[src/rtl/ecc_pkg.sv]
`timescale 1ns / 1ps
`default_nettype none

package ecc_pkg;

    // Number of floors served by the car. Floor indexes and call masks are
    // carried in fixed 3-bit and 5-bit fields.
    localparam int FLOORS   = 5;
    localparam int FLOOR_W  = 3;
    localparam int CALL_W   = 5;
    localparam int DELAY_W  = 12;
    localparam int COUNT_W  = 16;

    localparam logic [CALL_W-1:0] FLOOR_MASK = CALL_W'((1 << FLOORS) - 1);

    localparam logic [DELAY_W-1:0] DELAY_RESET = DELAY_W'(10);

    // Mode codes as seen on the result word.
    localparam logic [2:0] MODE_MOVING   = 3'd0;
    localparam logic [2:0] MODE_ARRIVING = 3'd1;
    localparam logic [2:0] MODE_STOPPING = 3'd2;
    localparam logic [2:0] MODE_OPENING  = 3'd3;
    localparam logic [2:0] MODE_WAITING  = 3'd4;
    localparam logic [2:0] MODE_CLOSING  = 3'd5;

    // Travel direction codes.
    localparam logic [1:0] DIR_NONE = 2'd0;
    localparam logic [1:0] DIR_UP   = 2'd1;
    localparam logic [1:0] DIR_DOWN = 2'd2;

    // Car state machine, one-hot.
    typedef enum logic [5:0] {
        S_MOVING   = 6'b000001,
        S_ARRIVING = 6'b000010,
        S_STOPPING = 6'b000100,
        S_OPENING  = 6'b001000,
        S_WAITING  = 6'b010000,
        S_CLOSING  = 6'b100000
    } t_mode;

    typedef struct packed {
        logic [FLOOR_W-1:0] floor_position;
        logic [CALL_W-1:0]  new_calls;
    } t_in_word;

    typedef struct packed {
        logic [2:0]         mode;
        logic [1:0]         travel_dir;
        logic [FLOOR_W-1:0] target;
        logic [CALL_W-1:0]  pending_mask;
    } t_out_word;

    // Complete controller state carried from one tick to the next.
    typedef struct packed {
        t_mode              mode;
        logic [1:0]         dir;
        logic [FLOOR_W-1:0] target;
        logic [COUNT_W-1:0] count;
        logic [CALL_W-1:0]  pending;
    } t_state;

    function automatic logic [2:0] mode_code(input t_mode m);
        logic [2:0] code;
        unique case (m)
            S_MOVING:   code = MODE_MOVING;
            S_ARRIVING: code = MODE_ARRIVING;
            S_STOPPING: code = MODE_STOPPING;
            S_OPENING:  code = MODE_OPENING;
            S_WAITING:  code = MODE_WAITING;
            S_CLOSING:  code = MODE_CLOSING;
            default:    code = MODE_WAITING;
        endcase
        return code;
    endfunction

endpackage

`default_nettype wire

[src/rtl/ecc_step.sv]
`timescale 1ns / 1ps
`default_nettype none

// Next-state logic for one control tick of the car.
module ecc_step import ecc_pkg::*; (
    input  t_state             i_state,
    input  t_in_word           i_word,
    input  logic [DELAY_W-1:0] i_phase_delay,
    output t_state             o_state
);

    logic [FLOOR_W-1:0] pos;
    logic [CALL_W-1:0]  pending;
    logic [CALL_W-1:0]  target_clr;
    logic [COUNT_W-1:0] delay_ext;
    logic [COUNT_W-1:0] wait_load;
    logic [COUNT_W-1:0] count_dec;
    logic               count_zero;
    logic               up_hit;
    logic               dn_hit;
    logic               near_hit;
    logic [FLOOR_W-1:0] up_floor;
    logic [FLOOR_W-1:0] dn_floor;
    logic [FLOOR_W-1:0] near_floor;
    logic [FLOOR_W-1:0] near_dist;
    logic [FLOOR_W-1:0] gap;

    assign pos        = i_word.floor_position;
    assign pending    = (i_state.pending | i_word.new_calls) & FLOOR_MASK;
    assign delay_ext  = COUNT_W'(i_phase_delay);
    // Twelve times the delay as two shifted copies.
    assign wait_load  = (delay_ext << 3) + (delay_ext << 2);
    assign count_zero = (i_state.count == '0);
    assign count_dec  = i_state.count - COUNT_W'(1);

    // Lowest pending floor strictly between the car and the target going up.
    always_comb begin
        up_hit   = 1'b0;
        up_floor = '0;
        for (int i = 0; i < FLOORS; i++) begin
            if (!up_hit && pending[i] && (FLOOR_W'(i) > pos)
                    && (FLOOR_W'(i) < i_state.target)) begin
                up_hit   = 1'b1;
                up_floor = FLOOR_W'(i);
            end
        end
    end

    // Highest pending floor strictly between the target and the car going down.
    always_comb begin
        dn_hit   = 1'b0;
        dn_floor = '0;
        for (int i = FLOORS - 1; i >= 0; i--) begin
            if (!dn_hit && pending[i] && (FLOOR_W'(i) < pos)
                    && (FLOOR_W'(i) > i_state.target)) begin
                dn_hit   = 1'b1;
                dn_floor = FLOOR_W'(i);
            end
        end
    end

    // Nearest pending floor; a tie keeps the lower floor found first.
    always_comb begin
        near_hit   = 1'b0;
        near_floor = '0;
        near_dist  = '0;
        gap        = '0;
        for (int i = 0; i < FLOORS; i++) begin
            gap = (pos > FLOOR_W'(i)) ? (pos - FLOOR_W'(i)) : (FLOOR_W'(i) - pos);
            if (pending[i] && (!near_hit || (gap < near_dist))) begin
                near_hit   = 1'b1;
                near_dist  = gap;
                near_floor = FLOOR_W'(i);
            end
        end
    end

    // Call bit of the current target, cleared on arrival.
    always_comb begin
        for (int i = 0; i < CALL_W; i++) begin
            target_clr[i] = (FLOOR_W'(i) == i_state.target);
        end
    end

    // Mode sequencing.
    always_comb begin
        o_state         = i_state;
        o_state.pending = pending;
        unique case (i_state.mode)
            S_MOVING: begin
                if (pos == i_state.target) begin
                    o_state.mode  = S_ARRIVING;
                    o_state.count = delay_ext;
                end else if ((i_state.dir == DIR_UP) && up_hit) begin
                    o_state.target = up_floor;
                end else if ((i_state.dir == DIR_DOWN) && dn_hit) begin
                    o_state.target = dn_floor;
                end
            end
            S_ARRIVING: begin
                if (!count_zero) begin
                    o_state.count = count_dec;
                end else begin
                    o_state.pending = pending & ~target_clr;
                    o_state.mode    = S_STOPPING;
                    o_state.dir     = DIR_NONE;
                    o_state.count   = delay_ext;
                end
            end
            S_STOPPING: begin
                if (!count_zero) begin
                    o_state.count = count_dec;
                end else begin
                    o_state.mode  = S_OPENING;
                    o_state.count = delay_ext;
                end
            end
            S_OPENING: begin
                if (!count_zero) begin
                    o_state.count = count_dec;
                end else begin
                    o_state.mode  = S_WAITING;
                    o_state.count = wait_load;
                end
            end
            S_WAITING: begin
                if (!count_zero) begin
                    o_state.count = count_dec;
                end else if (near_hit) begin
                    o_state.target = near_floor;
                    o_state.mode   = S_CLOSING;
                    o_state.count  = delay_ext;
                end
            end
            S_CLOSING: begin
                if (!count_zero) begin
                    o_state.count = count_dec;
                end else begin
                    o_state.dir  = (i_state.target < pos) ? DIR_DOWN : DIR_UP;
                    o_state.mode = S_MOVING;
                end
            end
            default: begin
                o_state.mode = i_state.mode;
            end
        endcase
    end

endmodule

`default_nettype wire

[src/rtl/elevator_car_controller.sv]
`timescale 1ns / 1ps
`default_nettype none

// Elevator car controller, advanced by one control tick per input word.
// Input channel (i_valid / o_ready / i_data): each word carries the sensed
// floor and a mask of new floor calls. Output channel (o_valid / i_ready /
// o_data): exactly one result word per input word, giving mode, direction,
// target floor and the pending-call mask after that tick.
// Configuration channel (i_cfg_valid / o_cfg_ready / i_cfg_data) writes the
// phase delay; it is always ready and should be written only while idle.
// The result word is valid in the cycle after its input word is taken.
// Throughput: one word per cycle while the receiver is ready; the whole tick
// is a single pass of logic from the state registers to the result register.
// When the receiver stalls, the result register holds its word and the
// input channel accepts a new word only in a cycle where that word leaves.
// Reset (synchronous, active low) puts the car in waiting with zero count,
// no direction, target floor zero, no pending calls, and a phase delay of
// ten ticks; no result word is pending after reset.
module elevator_car_controller import ecc_pkg::*; (
    input  wire logic               i_clk,
    input  wire logic               i_rst_n,
    input  wire logic               i_valid,
    output logic                    o_ready,
    input  wire t_in_word           i_data,
    output logic                    o_valid,
    input  wire logic               i_ready,
    output t_out_word               o_data,
    input  wire logic               i_cfg_valid,
    output logic                    o_cfg_ready,
    input  wire logic [DELAY_W-1:0] i_cfg_data
);

    t_state             r_state;
    t_state             n_state;
    t_out_word          r_out;
    logic               r_out_valid;
    logic [DELAY_W-1:0] r_phase_delay;
    logic               in_fire;

    assign o_ready     = !r_out_valid || i_ready;
    assign in_fire     = i_valid && o_ready;
    assign o_cfg_ready = 1'b1;
    assign o_valid     = r_out_valid;
    assign o_data      = r_out;

    // Configuration register.
    always_ff @(posedge i_clk) begin
        if (!i_rst_n) begin
            r_phase_delay <= DELAY_RESET;
        end else if (i_cfg_valid) begin
            r_phase_delay <= i_cfg_data;
        end
    end

    ecc_step u_step (
        .i_state       (r_state),
        .i_word        (i_data),
        .i_phase_delay (r_phase_delay),
        .o_state       (n_state)
    );

    // State update on each accepted word.
    always_ff @(posedge i_clk) begin
        if (!i_rst_n) begin
            r_state.mode    <= S_WAITING;
            r_state.dir     <= DIR_NONE;
            r_state.target  <= '0;
            r_state.count   <= '0;
            r_state.pending <= '0;
        end else if (in_fire) begin
            r_state <= n_state;
        end
    end

    // Result register.
    always_ff @(posedge i_clk) begin
        if (!i_rst_n) begin
            r_out_valid <= 1'b0;
        end else if (in_fire) begin
            r_out_valid <= 1'b1;
        end else if (i_ready) begin
            r_out_valid <= 1'b0;
        end
    end

    always_ff @(posedge i_clk) begin
        if (in_fire) begin
            r_out.mode         <= mode_code(n_state.mode);
            r_out.travel_dir   <= n_state.dir;
            r_out.target       <= n_state.target;
            r_out.pending_mask <= n_state.pending;
        end
    end

    // Every accepted word yields a result word in the next cycle.
    a_result_follows: assert property (@(posedge i_clk) disable iff (!i_rst_n)
        in_fire |=> o_valid)
        else $error("result word missing after accepted input");

    // New calls stay latched unless the tick was an arrival, which clears one.
    a_calls_latched: assert property (@(posedge i_clk) disable iff (!i_rst_n)
        (in_fire && (r_state.mode != S_ARRIVING)) |=>
        ((o_data.pending_mask & $past(i_data.new_calls & FLOOR_MASK))
            == $past(i_data.new_calls & FLOOR_MASK)))
        else $error("new call lost from pending mask");

    // Only a moving or arriving car has a travel direction.
    a_dir_mode: assert property (@(posedge i_clk) disable iff (!i_rst_n)
        o_valid |-> (((o_data.mode == MODE_MOVING) || (o_data.mode == MODE_ARRIVING))
            == (o_data.travel_dir != DIR_NONE)))
        else $error("travel direction inconsistent with mode");

    // The target is always an existing floor.
    a_target_range: assert property (@(posedge i_clk) disable iff (!i_rst_n)
        o_valid |-> (o_data.target < FLOOR_W'(FLOORS)))
        else $error("target floor out of range");

endmodule

`default_nettype wire

[config.mk]
export PLATFORM = sky130hd
export DESIGN_NAME = elevator_car_controller
export DESIGN_NICKNAME = d
export VERILOG_FILES = /design/src/rtl/ecc_pkg.sv /design/src/rtl/ecc_step.sv /design/src/rtl/elevator_car_controller.sv
export SDC_FILE = /design/constraint.sdc
export NUM_CORES = 1
export LEC_CHECK = 0
export ABC_AREA = 1
export CAP_MARGIN = 20
export CORE_MARGIN = 1
export CORE_UTILIZATION = 50
export CTS_BUF_LIST = sky130_fd_sc_hd__clkbuf_2
export DETAILED_ROUTE_END_ITERATION = 16
export DONT_BUFFER_PORTS = 1
export GPL_ROUTABILITY_DRIVEN = 0
export SYNTH_ARGS = -nofsm -noshare
export SYNTH_HDL_FRONTEND = slang
export SYNTH_HIERARCHICAL = 1
export SYNTH_SLANG_ARGS = --single-unit
[constraint.sdc]
create_clock -name i_clk -period 5.08 [get_ports i_clk]
set_input_delay 0 -clock i_clk [delete_from_list [all_inputs] [get_ports i_clk]]
set_output_delay 0 -clock i_clk [all_outputs]
set_load 0.03 [all_outputs]
==> results of run 1 <==
## layout make-up
type | count | area [um2] | share of cell area
well taps | 133 | 166 | 0.0297
clock inverters | 7 | 93.8 | 0.0167
flip-flops and latches | 58 | 1290 | 0.230
multi-input cells | 573 | 3400 | 0.607
inverters | 93 | 352 | 0.0627
repair buffers | 25 | 258 | 0.0460
clock buffers | 9 | 45.0 | 0.00803
## synth_stat cells (4+ instances only)
cell type / number / area share
a211oi_1: 6 / 0.0087
a21oi_1: 47 / 0.045
a221oi_1: 9 / 0.015
a22oi_1: 6 / 0.0087
a31oi_1: 4 / 0.0048
buf_2: 8 / 0.0077
buf_6: 7 / 0.015
dfxtp_1: 45 / 0.17
edfxtp_1: 13 / 0.075
ha_1: 36 / 0.087
inv_1: 71 / 0.051
inv_2: 19 / 0.014
nand2_1: 105 / 0.076
nand2_2: 12 / 0.014
nand2_4: 4 / 0.0087
nand3_1: 37 / 0.036
nand3_2: 4 / 0.0077
nand4_1: 8 / 0.0096
nor2_1: 115 / 0.083
nor2_2: 16 / 0.019
nor3_1: 4 / 0.0039
nor3_4: 5 / 0.016
o21ai_0: 62 / 0.060
o21ai_1: 10 / 0.0096
o21ai_2: 13 / 0.022
o221ai_1: 5 / 0.0084
o22ai_1: 8 / 0.0096
xnor2_1: 5 / 0.0084
xor2_1: 11 / 0.019
## state kept, by name, summed over array words and instances, names as in the netlist
signal,cells
r_state,32
r_phase_delay,12
o_valid,1
o_data,13
## power by group
part	switching (mW)	leakage [nW]	internal [mW]
Sequential	0.0727	0.499	0.517
Combinational	0.428	1.90	0.241
Clock	0.204	0.0779	0.161
## final timing paths
path / start / end / slack (ns) / cells after the start
max: r_state[0] / r_state[21] / 0.56 / 38
min reg2reg: r_state[4] / r_state[4] / 0.50 / 2
max reg2reg: r_state[0] / r_state[21] / 0.56 / 38
min: i_data[0] / o_data[0] / 0.04 / 3
## what timing repair did
| item | CTS | global route |
|---|---|---|
| gates resized for setup | 0 | 7 |
| endpoints found under the hold margin | 52 | 0 |
| setup endpoints to repair | 0 | 6 |
| hold buffers | 24 | 0 |
## routing by layer
layer	part of all wire	track usage	vias up
met3	0.052	0.0489	32
met5	0	0	-
li1	-	-	2585
met2	0.48	0.494	175
met4	0.029	0.128	0
met1	0.44	0.345	2486
## worst min-delay path: cells and delay by family
family	cells	cell delay, ns
AOI/OAI and AO/OA	1	0.22
and+or+nand+nor	1	0.12
buffers and inverters	1	0.06
## logic make-up (layout without fill, tap and decap cells)
| logic type | Yosys count | in the layout | share of synthesized area |
|---|---|---|---|
| AO/OA/AOI/OAI | 197 | 197 | 0.237 |
| XOR/XNOR | 16 | 16 | 0.0270 |
| flip-flops | 58 | 58 | 0.248 |
| AND/OR/NAND/NOR | 321 | 321 | 0.296 |
| multiplexers | 1 | 1 | 0.00193 |
| adder cells (fa/ha/maj) | 37 | 37 | 0.0905 |
| other | 1 | 1 | 0.000722 |
| buffers and inverters | 112 | 134 | 0.0980 |
## metrics by stage
step | worst slack [ns] | instance area [um2] | hold WS [ns] | util | instances
2_1_floorplan | 0.869 | 5200 | 0.122 | - | 743
3_3_place_gp | 0.517 | 5210 | 0.0908 | 0.526 | 858
3_5_place_dp | 0.266 | 5210 | 0.0969 | 0.526 | 858
4_1_cts | 0.407 | 5600 | 0.0219 | 0.565 | 898
5_1_grt | -0.000391 | 5610 | 0.0131 | 0.566 | 898
6_report | 0.561 | 5610 | 0.0359 | 0.566 | 898
==> results.txt, run 1 <==
Final setup vio count - 0
HP Class - input port to flop
Avg Cell Area, Syn - 6.99 um2
Vias per cell - 5.88
CTS buffer count - 9
Syn Nets - 805
Min Tclk post-route - 4.52 ns
Worst-Skew Late Latency - 0.54 ns
Total power - 1.62 mW
Critical Path RT - 5.50 ns
Clock Path Buffers - 2
Number of post-CTS setup repair buffers - 0
Worst Path Arrival - 4.94 ns
Vias in the first global route - 5098
EDFF count, synth - 13
Port bufs - 0
Initial Utilization - 0.524
Die area - 0.0108 mm2
Peak Freq - 0.221 GHz
Commonest non-fill, non-tap cells in the layout - 115 x nor2_1, 105 x nand2_1, 71 x inv_1, 57 x o21ai_0, 47 x a21oi_1
Worst-Margin Slew - 0.570 ns
Max-Cap Viols - 0
Setup Skew - 0.0425 ns
Endpoint class of the critical path - flop
VDD IR-drop max - 0.150 mV
Final Max Slew Viols - 0
CP max stage cell - dfxtp_1
Status - complete, no violations
H-tree level count - 3
YS warnings - 6
Root buffer cell - clkbuf_2
Antenna Cells - 0
Setup CP Type - flop to flop
Startpoint types - flop
Share of layout cells above drive strength 1 - 0.136
Relative slew slack - 0.620
Clock transition at the registers of the reported paths - 0.18 ns
WL per Instance - 16.5 um
#FFs+latches synth - 58
HPWL Detailed - 10.8 mm
CP Max Fanout - 7
Largest net degree at the start of global routing - 50
Worst path top cell family by delay - simple AND/OR/NAND/NOR gates
Commonest non-fill, non-tap cell in the layout - nor2_1
Drt first-iter violations - 409
Antenna violations before repair - 0
Max stage delay on crit path - 0.35 ns
# clock sinks - 58
Post-route setup TNS - 0 ns
Most Frequent Cell on Critical Path - nand2_1
Hold Fails Final Rpt - 0
Cell row count - 36
Register area share after synthesis - 0.248
Post-synthesis instance total - 743
Core footprint - 0.00991 mm2
Leakage Power - 2.48 nW
Total global routing overflow - 0
Pwr/cell area - 289 mW/mm2
CTS tree - done
Routed WL - 14.9 mm
Nets - 822
Synth-to-Final Area Change - 7.95%
DIE HEIGHT - 104 um
IO Pins - 41
Vias - 5278
Fin crit share - 0.890
FILL cells - 980
Prevailing post-synth register cell - dfxtp_1
FFs w/ async S/R, synth - 0
Die W - 104 um
WP buf/inv - 3
Distinct cells, synth - 63
First-pass GRT wire length - 25.0 mm
Antenna viol nets, final - 0
First drt pass iteration count - 7
Netlist Area Pre-Place - 0.00520 mm2
Total track usage - 0.286
DRC violations left - 0
Power figures use the tool's default switching activity.
==> run 2: changes to the inputs <==
- PLACE_DENSITY: default -> 0.71
==> results.txt, run 2 (synthesized netlist as in run 1, its figures left out) <==
Initial Utilization - 0.524 (unchanged)
Setup Skew - 0.0395 ns (-0.00300 ns)
Setup CP Type - flop to flop
Most Frequent Cell on Critical Path - nand2_1
Final WS setup - 0.408 ns (-0.152 ns)
Cell row count - 36 (unchanged)
Root buffer cell - clkbuf_2
HPWL Detailed - 10.4 mm (-3.3%)
Worst-Margin Slew - 0.986 ns (+0.416 ns)
Vias per cell - 6.01 (+2.2%)
Antenna violations before repair - 0 (unchanged)
Commonest non-fill, non-tap cell in the layout - nor2_1
Vias in the first global route - 5004 (-1.8%)
Total track usage - 0.272 (-0.0131)
Clock transition at the registers of the reported paths - 0.18 ns (about the same)
WL per Instance - 16.4 um (-1.0%)
Largest reg by FF count - r_state
Critical Path RT - 5.50 ns (about the same)
Fin area - 0.00560 mm2 (-0.22%)
Post-route setup TNS - 0 ns (unchanged)
Worst slack at placement - 0.265 ns (-0.000861 ns)
Max stage delay on crit path - 0.34 ns (about the same)
CP max stage cell - dfxtp_1
Nets - 822 (unchanged)
Leakage Power - 2.48 nW (about the same)
Routed WL - 14.7 mm (-1.0%)
Antenna viol nets, final - 0 (unchanged)
VDD IR-drop max - 0.194 mV (+29%)
Endpoint class of the critical path - flop
Max-Cap Viols - 0 (unchanged)
Die W - 104 um (unchanged)
Final Max Slew Viols - 0 (unchanged)
Final setup vio count - 0 (unchanged)
DRC violations left - 0 (unchanged)
Fin crit share - 0.920 (+0.0300)
Largest net degree at the start of global routing - 50 (unchanged)
Post-layout util - 0.565 (-0.00126)
Commonest non-fill, non-tap cells in the layout - 115 x nor2_1, 105 x nand2_1, 71 x inv_1, 62 x o21ai_0, 47 x a21oi_1
Startpoint types - flop
Core footprint - 0.00991 mm2 (unchanged)
Clock Path Buffers - 2 (unchanged)
CTS buffer count - 9 (unchanged)
Worst-Skew Late Latency - 0.51 ns (-0.03 ns)
Antenna Cells - 0 (unchanged)
Peak Freq - 0.214 GHz (-3.3%)
Synth-to-Final Area Change - 7.71%
Vias - 5396 (+2.2%)
Total global routing overflow - 0 (unchanged)
IO Pins - 41 (unchanged)
Hold Fails Final Rpt - 0 (unchanged)
Status - complete, no violations
Hold Path Cell Cnt - 8 (+5)
Relative slew slack - 0.341 (-0.279)
Number of post-CTS setup repair buffers - 0 (unchanged)
Die area - 0.0108 mm2 (unchanged)
HP Class - input port to flop
WHS - 0.102 ns (+0.0660 ns)
H-tree level count - 3 (unchanged)
Worst Path Arrival - 5.09 ns (+0.15 ns)
CTS tree - done
First-pass GRT wire length - 23.9 mm (-4.3%)
# clock sinks - 58 (unchanged)
Max reg flops - 32 (unchanged)
R2R depth - 33 (-13%)
First drt pass iteration count - 5 (-2)
Unrepaired setup endpoints after global routing - false
CP Max Fanout - 7 (unchanged)
Share of layout cells above drive strength 1 - 0.131 (-0.00523)
Pwr/cell area - 287 mW/mm2 (-0.69%)
FILL cells - 944 (-3.7%)
Area after DPL - 0.00520 mm2 (-0.14%)
Drt first-iter violations - 456 (+11%)
Port bufs - 0 (unchanged)
DIE HEIGHT - 104 um (unchanged)
Min Tclk post-route - 4.67 ns (+0.152 ns)
Post-CTS sizing - 0 (unchanged)
[run 2: cell types whose count changed in the layout (fill, tap and decap cells not counted), sizes merged]
cell and change:
dlygate4sd3 +1, clkbuf +1, buf -1, clkinvlp -1
[run 2: through the flow]
step / power [mW] / std cells
after floorplan: 1.11 / 743
after global placement: 1.20 / 857
after detailed placement: 1.22 / 857
after CTS: 1.60 / 898
after global routing: 1.71 / 898
final: 1.61 / 898
[run 2: repair_timing]
| item | in CTS | in global routing |
|---|---|---|
| hold buffers | 25 | 0 |
| setup endpoints to repair | 0 | 0 |
| endpoints found under the hold margin | 54 | 0 |
[run 2: power by group]
part	switching, mW	internal (mW)
clock network	0.187	0.162
logic	0.429	0.239
registers	0.0745	0.517
[run 2: layout make-up]
cell class | count | area, um2 | share of cell area
Clock buffer | 10 | 50.0 | 0.00894
Tap cell | 133 | 166 | 0.0297
Inverter | 93 | 352 | 0.0628
Timing Repair Buffer | 25 | 260 | 0.0465
Multi-Input combinational cell | 573 | 3400 | 0.607
Clock inverter | 6 | 81.3 | 0.0145
Sequential cell | 58 | 1290 | 0.231
[run 2: per-layer routing]
layer / part of all wire / GRT usage / vias up
met2: 0.45 / 0.427 / 279
met4: 0.021 / 0.111 / 0
met1: 0.45 / 0.364 / 2494
met5: 0 / 0 / -
li1: - / - / 2590
met3: 0.082 / 0.0558 / 33
[run 2: path summary, 6_finish.rpt]
check / from / to / slack (ns)
worst max-delay path: r_state[0] / r_state[21] / 0.41
worst min register to register: r_state[0] / r_state[0] / 0.51
worst max register to register: r_state[0] / r_state[21] / 0.41
worst min-delay path: i_data[5] / o_data[5] / 0.10
[run 2: critical path, delay by kind of cell (launching register included)]
family	cells	cell delay, ns
adder cells (fa/ha/maj)	4	1.18
AO/OA/AOI/OAI	9	1.51
buffers and inverters	2	0.12
flip-flops	1	0.34
AND/OR/NAND/NOR	18	1.45
